## config.mk

```make
export PLATFORM = sky130hd
export DESIGN_NAME = blind_relay_timeout_controller
export DESIGN_NICKNAME = d
export VERILOG_FILES = /design/src/rtl/brtc_pkg.sv /design/src/rtl/brtc_timer_bank.sv /design/src/rtl/blind_relay_timeout_controller.sv
export SDC_FILE = /design/constraint.sdc
export NUM_CORES = 1
export LEC_CHECK = 0
export ABC_AREA = 1
export BUFFER_PORTS_ARGS = -buffer_cell sky130_fd_sc_hd__clkbuf_2
export CAP_MARGIN = 10
export CORE_MARGIN = 8
export CORE_UTILIZATION = 45
export DETAILED_ROUTE_END_ITERATION = 10
export GPL_TIMING_DRIVEN = 0
export PLACE_DENSITY = 0.65
export SLEW_MARGIN = 25
export SYNTH_ARGS = -nofsm -noshare
export SYNTH_HDL_FRONTEND = slang
export SYNTH_HIERARCHICAL = 1
export SYNTH_SLANG_ARGS = --single-unit
```

## constraint.sdc

```tcl
create_clock -name clk -period 3 [get_ports clk]
set_clock_uncertainty 0.05 [all_clocks]
set_input_delay 0.15 -clock clk [delete_from_list [all_inputs] [get_ports clk]]
set_output_delay 0.15 -clock clk [all_outputs]
set_load 0.005 [all_outputs]
```

## src/rtl/brtc_pkg.sv

```systemverilog
// ----------------------------------------------------------------------------
// Blind relay timeout controller package
// Shared constants, command codes, request type and relay word mapping.
// ----------------------------------------------------------------------------
package brtc_pkg;

  localparam int CHANNELS = 8;
  localparam int MASK_W   = 8;
  localparam int TICK_W   = 16;
  localparam int WORD_W   = 16;

  localparam logic [TICK_W-1:0] ACTIVE_TICKS_RESET = TICK_W'(30 * 1000);

  typedef enum logic [1:0] {
    CMD_TICK = 2'd0,
    CMD_UP   = 2'd1,
    CMD_DOWN = 2'd2,
    CMD_STOP = 2'd3
  } cmd_t;

  typedef struct packed {
    logic                go;
    cmd_t                cmd;
    logic [CHANNELS-1:0] mask;
  } brtc_req_t;

  // Channels driven both ways are dropped, the board wiring swaps are applied
  // and the word is inverted because the relays are active low.
  function automatic logic [WORD_W-1:0] drive_word(input logic [7:0] up_bits,
                                                   input logic [7:0] down_bits);
    logic [7:0]        both;
    logic [WORD_W-1:0] t;
    logic [WORD_W-1:0] w;
    both  = up_bits & down_bits;
    t     = {down_bits & ~both, up_bits & ~both};
    w     = t;
    w[11] = t[8];
    w[8]  = t[11];
    w[9]  = t[10];
    w[10] = t[9];
    w[0]  = t[1];
    w[1]  = t[0];
    w[14] = t[6];
    w[6]  = t[14];
    return ~w;
  endfunction

endpackage

```

## src/rtl/brtc_timer_bank.sv

```systemverilog
// ----------------------------------------------------------------------------
// Blind relay timer bank
// Per-channel countdowns with arm flags; reports channels that expire on a tick.
// ----------------------------------------------------------------------------
module brtc_timer_bank import brtc_pkg::*; (
  input  logic                clk,
  input  logic                rst_n,
  input  brtc_req_t           req,
  input  logic [TICK_W-1:0]   active_ticks,
  output logic [CHANNELS-1:0] expiring
);

  logic [CHANNELS-1:0] armed_r;
  logic [CHANNELS-1:0] armed_nxt;
  logic [TICK_W-1:0]   count_r   [CHANNELS];
  logic [TICK_W-1:0]   count_nxt [CHANNELS];

  always_comb begin
    for (int i = 0; i < CHANNELS; i++) begin
      expiring[i] = armed_r[i] && (count_r[i] <= TICK_W'(1));
    end
  end

  always_comb begin
    armed_nxt = armed_r;
    for (int i = 0; i < CHANNELS; i++) begin
      count_nxt[i] = count_r[i];
    end
    if (req.go) begin
      unique case (req.cmd)
        CMD_TICK: begin
          armed_nxt = armed_r & ~expiring;
          for (int i = 0; i < CHANNELS; i++) begin
            if (expiring[i]) begin
              count_nxt[i] = '0;
            end else if (armed_r[i]) begin
              count_nxt[i] = count_r[i] - TICK_W'(1);
            end
          end
        end
        CMD_UP, CMD_DOWN: begin
          armed_nxt = armed_r | req.mask;
          for (int i = 0; i < CHANNELS; i++) begin
            if (req.mask[i]) begin
              count_nxt[i] = active_ticks;
            end
          end
        end
        CMD_STOP: begin
          armed_nxt = armed_r & ~req.mask;
        end
        default: begin
          armed_nxt = armed_r;
        end
      endcase
    end
  end

  always_ff @(posedge clk) begin
    if (!rst_n) begin
      armed_r <= '0;
    end else begin
      armed_r <= armed_nxt;
    end
    for (int i = 0; i < CHANNELS; i++) begin
      count_r[i] <= count_nxt[i];
    end
  end

endmodule

```

## src/rtl/blind_relay_timeout_controller.sv

```systemverilog
// ----------------------------------------------------------------------------
// Blind relay timeout controller
// Drives the up and down relays of the roller blinds with automatic timeout.
// ----------------------------------------------------------------------------
// The block takes one item per clock cycle while the output is not stalled
// and returns one result for each item: the item is held in the input register
// and its result in the result register, with the relay state and all channel
// timers updated as the item moves from one to the other. A stalled result holds
// the input side only once the input register is also full.
module blind_relay_timeout_controller import brtc_pkg::*; (
  input  logic        clk,
  input  logic        rst_n,
  input  logic        in_tvalid,
  output logic        in_tready,
  input  logic [7:0]  in_tdata,   // [7:0] channel_mask
  input  logic [1:0]  in_tuser,   // [1:0] cmd
  output logic        out_tvalid,
  input  logic        out_tready,
  output logic [15:0] out_tdata,  // [15:0] relay_word
  output logic        out_tuser,  // [0] latched
  input  logic        cfg_valid,
  output logic        cfg_ready,
  input  logic [15:0] cfg_data    // [15:0] active_ticks
);

  logic                s1_valid_r;
  cmd_t                s1_cmd_r;
  logic [CHANNELS-1:0] s1_mask_r;
  logic [TICK_W-1:0]   active_ticks_r;
  logic [CHANNELS-1:0] up_r;
  logic [CHANNELS-1:0] up_nxt;
  logic [CHANNELS-1:0] down_r;
  logic [CHANNELS-1:0] down_nxt;
  logic                latched_nxt;
  logic                out_valid_r;
  logic [WORD_W-1:0]   out_data_r;
  logic                out_user_r;
  logic                advance;
  logic [CHANNELS-1:0] expiring;
  brtc_req_t           req;

  assign advance    = s1_valid_r && (!out_valid_r || out_tready);
  assign in_tready  = !s1_valid_r || advance;
  assign cfg_ready  = 1'b1;
  assign out_tvalid = out_valid_r;
  assign out_tdata  = out_data_r;
  assign out_tuser  = out_user_r;

  assign req.go   = advance;
  assign req.cmd  = s1_cmd_r;
  assign req.mask = s1_mask_r;

  brtc_timer_bank u_timers (
    .clk          (clk),
    .rst_n        (rst_n),
    .req          (req),
    .active_ticks (active_ticks_r),
    .expiring     (expiring)
  );

  always_comb begin
    up_nxt      = up_r;
    down_nxt    = down_r;
    latched_nxt = 1'b1;
    unique case (s1_cmd_r)
      CMD_TICK: begin
        up_nxt      = up_r & ~expiring;
        down_nxt    = down_r & ~expiring;
        latched_nxt = |expiring;
      end
      CMD_UP: begin
        up_nxt   = up_r | s1_mask_r;
        down_nxt = down_r & ~s1_mask_r;
      end
      CMD_DOWN: begin
        up_nxt   = up_r & ~s1_mask_r;
        down_nxt = down_r | s1_mask_r;
      end
      CMD_STOP: begin
        up_nxt   = up_r & ~s1_mask_r;
        down_nxt = down_r & ~s1_mask_r;
      end
      default: begin
        latched_nxt = 1'b1;
      end
    endcase
  end

  always_ff @(posedge clk) begin
    if (!rst_n) begin
      s1_valid_r     <= 1'b0;
      out_valid_r    <= 1'b0;
      up_r           <= '0;
      down_r         <= '0;
      active_ticks_r <= ACTIVE_TICKS_RESET;
    end else begin
      if (in_tvalid && in_tready) begin
        s1_valid_r <= 1'b1;
      end else if (advance) begin
        s1_valid_r <= 1'b0;
      end
      if (advance) begin
        out_valid_r <= 1'b1;
        up_r        <= up_nxt;
        down_r      <= down_nxt;
      end else if (out_tready) begin
        out_valid_r <= 1'b0;
      end
      if (cfg_valid && cfg_ready) begin
        active_ticks_r <= cfg_data;
      end
    end
  end

  always_ff @(posedge clk) begin
    if (in_tvalid && in_tready) begin
      s1_cmd_r  <= cmd_t'(in_tuser);
      s1_mask_r <= in_tdata[CHANNELS-1:0];
    end
    if (advance) begin
      out_data_r <= drive_word(8'(up_nxt), 8'(down_nxt));
      out_user_r <= latched_nxt;
    end
  end

`ifndef SYNTHESIS
  a_stop_clears: assert property (@(posedge clk) disable iff (!rst_n)
    advance && s1_cmd_r == CMD_STOP |=> ((up_r | down_r) & $past(s1_mask_r)) == '0)
    else $error("stop left a selected channel driven");

  a_cmd_latches: assert property (@(posedge clk) disable iff (!rst_n)
    advance && s1_cmd_r != CMD_TICK |=> out_valid_r && out_user_r)
    else $error("move or stop command did not latch");

  a_ready_when_empty: assert property (@(posedge clk) disable iff (!rst_n)
    !s1_valid_r |-> in_tready)
    else $error("input stalled with an empty input register");

  a_tick_expiry_drops: assert property (@(posedge clk) disable iff (!rst_n)
    advance && s1_cmd_r == CMD_TICK |=> ((up_r | down_r) & $past(expiring)) == '0)
    else $error("expired channel still driven");
`endif

endmodule

```

# After elaboration in Yosys (flattened, before gate mapping)
# Memory sizes are Yosys's and may differ from the RTL's.
# Index checks and enable logic that the tools add are counted.
word_totals:
  register_bits: 69
  inputBits: 31
  mem_bits_ro: 0
  latchBits: 0
  output_inout_bits: 20
  ramBits: 128
  n_memories: 1
memory_table:
  columns: ["memory", "depth", "width", "rd", "rd_ports_with_merged_regs", "write_ports", "line", "rtl"]
  rows:
  - ["u_timers.count_r", 8, 16, 8, 0, 8, "brtc_timer_bank.sv:15", "logic [TICK_W-1:0] count_r [CHANNELS];"]
classes:
  multipliers: 0
  bitwise_logic: 16
  n_shift: 0
  n_eq_ne: 3
  mux: 33
  n_addsub: 8
  n_reduce_logical: 21
  div: 0
  order_cmp: 8
ops:
  columns: ["operator", "count"]
  rows:
  - ["$mux 16", 24]
  - ["$pmux 128 s2", 1]
  - ["$le 16x1->1 const B", 8]
  - ["$mux 128", 1]
  - ["$sub 16x1->16 const B", 8]
  - ["$and 8x8->8", 9]
  - ["$pmux 8 s3", 3]
  - ["$not 8->8", 3]
  - ["$or 8x8->8", 3]
  - ["$not 16->16", 1]
  - ["$logic_and 1x1->1", 10]
  - ["$reduce_or 8->1", 1]
  - ["$reduce_or 2->1", 3]
  - ["$eq 2x2->1 const B", 2]
  - ["$mux 1", 4]
  - ["$reduce_bool 2->1", 2]
  - ["$eq 2x1->1 const B", 1]
  - ["$logic_not 1->1", 2]
  - ["$logic_not 2->1", 1]
  - ["$logic_or 1x1->1", 2]

# Depth between registers and ports, before layout
# An unclocked memory read counts as a cell.
logic_depth:
  ltp_word: 10
  depth_mapped: 11

# Hierarchy
# Netlist, hierarchy kept.
modules_own_cells:
  columns: ["mod", "area_each_um2", "cells_per_inst", "n_inst"]
  rows:
  - ["brtc_timer_bank", 8719.6, 1076, 1]
  - ["blind_relay_timeout_controller", 2705.1, 342, 1]

# Worst setup path before layout
# No wires, ideal clock.
synth_timing:
  path_type: "reg-to-reg"
  startpoint: "register, netlist name s1_cmd_r[0]"
  endpoint: "memory u_timers.count_r[1][0] (netlist: u_timers/count_r[0][16]) (enable)"
  path_slack_ns: 0.113
  required_time_ns: 2.533
  t_arrival_ns: 2.420
  stages_incl_launch_ff: 6
  setup_time_ns: 0.417
  path_cell_list: "edfxtp_1 -> inv_1 -> ha_1 -> buf_2 -> buf_2 -> a221oi_1"
synth_rtl:
  columns: ["element", "line"]
  rows:
  - ["end: declaration", "brtc_timer_bank.sv:15"]

==> impl_metrics.tcl <==
set metrics [dict create \
    status "completed" \
    io_pins 51 \
    path_class "flop to flop" \
    rows 58 \
    cts_sinks 197 \
    die-area_um2 30740 \
    crit_path_end_kind "flop" \
    clk_pin_slew_worst_paths_ps 70 \
    portBuffers 49 \
    crit_path_max_fanout 9 \
    arrival_ps 2880 \
    reg2reg_to "u_timers/count_r[1][45]" \
    synth_edf_count 155 \
    async_reset_ff_share_pct 0 \
    hold_class "input port to flop" \
    r2r_start "s1_cmd_r[0]" \
    slowest_delay_ps 590 \
    final-seq-area_um2 5495 \
    syn_area_um2 11420 \
    fmax_mhz 358.1 \
    root_buffer "clkbuf_16" \
    ys_ff_latch 197 \
    final_cells 1874 \
    core-area_um2 25040 \
    vias 9638 \
    p_total_mw 6.378 \
    avgSynthCellArea_um2 8.057 \
    fin_crit_sh_pct 93.09 \
    final-hold-violation-count 0 \
    min_from "cfg_valid" \
    p_per_area_nw_per_um2 482.4 \
    finalInstanceArea_um2 13220 \
    ant_nets 0 \
    synth-seq-area-share_pct 48.10 \
    multiInputGateArea_um2 5278 \
    yosys_warnings 6 \
    critPathRequiredTime_ps 3090 \
    wirelength_mm 29.95 \
    synthToLayoutAreaGrowth_pct 15.74 \
    place_ws_ps 127.3 \
    drcViolationCount 0 \
    gr-total-overflow 0 \
    grt_pass1_wl_mm 47.89 \
    via_per_inst 5.143 \
    firstDrtPassIters 5 \
    antenna_found_initial 0 \
    fillers 2371 \
    relSlewSlack_pct 41.96 \
    cp_cell_sequence "ha_1, clkbuf_1, inv_2, nand2_1, a221oi_4, buf_6" \
    cp_slowest_cell "a221oi_4" \
    synth_flop_cell "edfxtp_1" \
    critPathLaunchType "flop" \
    post_dp_cell_area_um2 12300 \
    slew_viol_final 0 \
    fin_ws_ps 207.2 \
    ir_worst_vdd_mv 0.3392 \
    final_common_cell "nand2_1" \
    worstSkewPairLatency_ps 440 \
    layout_common_cells "nand2_1 (396), nor2_1 (177), edfxtp_1 (155)" \
    cts_buffer_depth 2 \
    min_period_ps 2793 \
    dieHeight_um 175.3 \
    antenna_cells 0 \
    tightest_slew_ps 862.6 \
    grt_usage_pct 19.60 \
    cts_made_buffers 17 \
    start_util_pct 45.63 \
    place_congestion 0.8867 \
    postSynthNetCount 1467 \
    h-tree-depth 4 \
    hold_path_depth 3 \
    wl_per_cell_um 15.98 \
    ys_types 44 \
    hold_end "active_ticks_r[7]" \
    cap_violations 0 \
    grt_max_degree 32 \
    numPlacedInstances 1805 \
    grt_pass1_vias 9173 \
    leakage_nw 5.473 \
    fin_nets 1580 \
    drt_iter0_drc 790 \
    drive_above_1_share_pct 13.15 \
    rsz0062_at_grt "no" \
    cts_tree "done" \
    ff2ff_setup_slack_ps 210 \
    dpl.hpwl_mm 21.03 \
    die_w_um 175.3 \
    finalSetupViolCount 0 \
    postSynthCellCount 1418 \
    ff2ff_path_depth 6 \
]
-- per-stage QoR --
| step | TNS [ps] | utilization (%) | hold WS [ps] |
|---|---|---|---|
| after floorplan | 0 | - | 198.9 |
| after global placement | -101890 | 48.26 | 279.1 |
| after detailed placement | 0 | 49.11 | 279.6 |
| after CTS | 0 | 52.66 | 5.240 |
| after global routing | 0 | 52.81 | 56.95 |
| final | 0 | 52.81 | 32.60 |
-- report_power, final --
group          total, mW  switching, mW  internal [mW]
sequential          3.24         0.0986           3.14
combinational      0.916          0.608          0.307
clock               2.23           1.03           1.19
-- Yosys cell counts (all sizes together), types with 2 or more instances --
| library cell | n | area share [%] |
|---|---|---|
| inv | 169 | 5.6 |
| xnor2 | 49 | 3.8 |
| a211oi | 2 | 0.13 |
| nand4 | 5 | 0.27 |
| nand3 | 132 | 5.9 |
| nor2 | 218 | 8.6 |
| o21bai | 2 | 0.13 |
| clkbuf | 3 | 0.099 |
| dfxtp | 42 | 7.4 |
| a221oi | 6 | 0.46 |
| nand3b | 2 | 0.13 |
| nand2 | 407 | 14 |
| and3 | 2 | 0.11 |
| ha | 18 | 2.0 |
| xor2 | 31 | 2.4 |
| o21ai | 110 | 5.1 |
| buf | 18 | 1.1 |
| nor3 | 3 | 0.18 |
| edfxtp | 155 | 41 |
| a21o | 3 | 0.20 |
| a21oi | 34 | 1.7 |
-- flip-flops by register name, indices dropped and copies added, names as in the netlist, 2 cells and up --
| name | count |
|---|---|
| out_tdata | 16 |
| s1_cmd_r | 2 |
| down_r | 8 |
| active_ticks_r | 16 |
| u_timers/count_r | 128 |
| s1_mask_r | 8 |
| up_r | 8 |
| u_timers/armed_r | 8 |
-- worst max-delay path by stage --
| stage | endpoint | cells after the start | startpoint | slack (ps) |
|---|---|---|---|---|
| after floorplan | u_timers/count_r[0][16] | 5 | s1_cmd_r[0] | 110 |
| after global placement | u_timers/count_r[0][61] | 5 | s1_valid_r | -990 |
| after detailed placement | u_timers/count_r[0][9] | 6 | s1_valid_r | 130 |
| after CTS | u_timers/count_r[0][9] | 6 | s1_valid_r | 110 |
| after global routing | u_timers/count_r[0][61] | 6 | s1_valid_r | 9 |
| final | u_timers/count_r[1][45] | 6 | s1_cmd_r[0] | 210 |
-- critical path, delay by kind of cell, from the launching register on --
family	cells	cell delay, ps
DFF	1	480
AOI/OAI and AO/OA	1	590
adders and majority gates	1	240
and+or+nand+nor	1	440
buffers and inverters	3	690
-- area by class of cell --
type	count	area share (%)
clock buffer	23	3.785
sequential	197	41.56
inverter	169	4.835
buffer	21	1.031
tap	330	3.123
multi-input combinational	1031	39.91
clock inverter	9	0.5110
timing repair buffer	94	5.242
-- what timing repair did --
item                                    in CTS  in global routing
hold buffers                                32                  0
setup buffers                                0                  5
resized for setup                            0                  0
endpoints found under the setup margin       0                 36
hold endpoints to repair                    28                  0
-- layer usage --
layer	GRT usage [%]	part of all wire, %	vias to the layer above
li1	-	-	4835
met1	25.43	44	4515
met2	33.35	49	247
met3	2.598	5.2	41
met4	6.429	2.0	0
met5	0	0	-
-- logic make-up after synthesis --
group / Yosys count / synth area share, %
and+or+nand+nor: 772 / 29.10
xor gates and xnor gates: 80 / 6.133
adders and majority gates: 18 / 1.971
other: 1 / 0.03282
DFF: 197 / 48.10
buffers and inverters: 190 / 6.779
AOI/OAI and AO/OA: 160 / 7.885
Power figures use the tool's default switching activity.
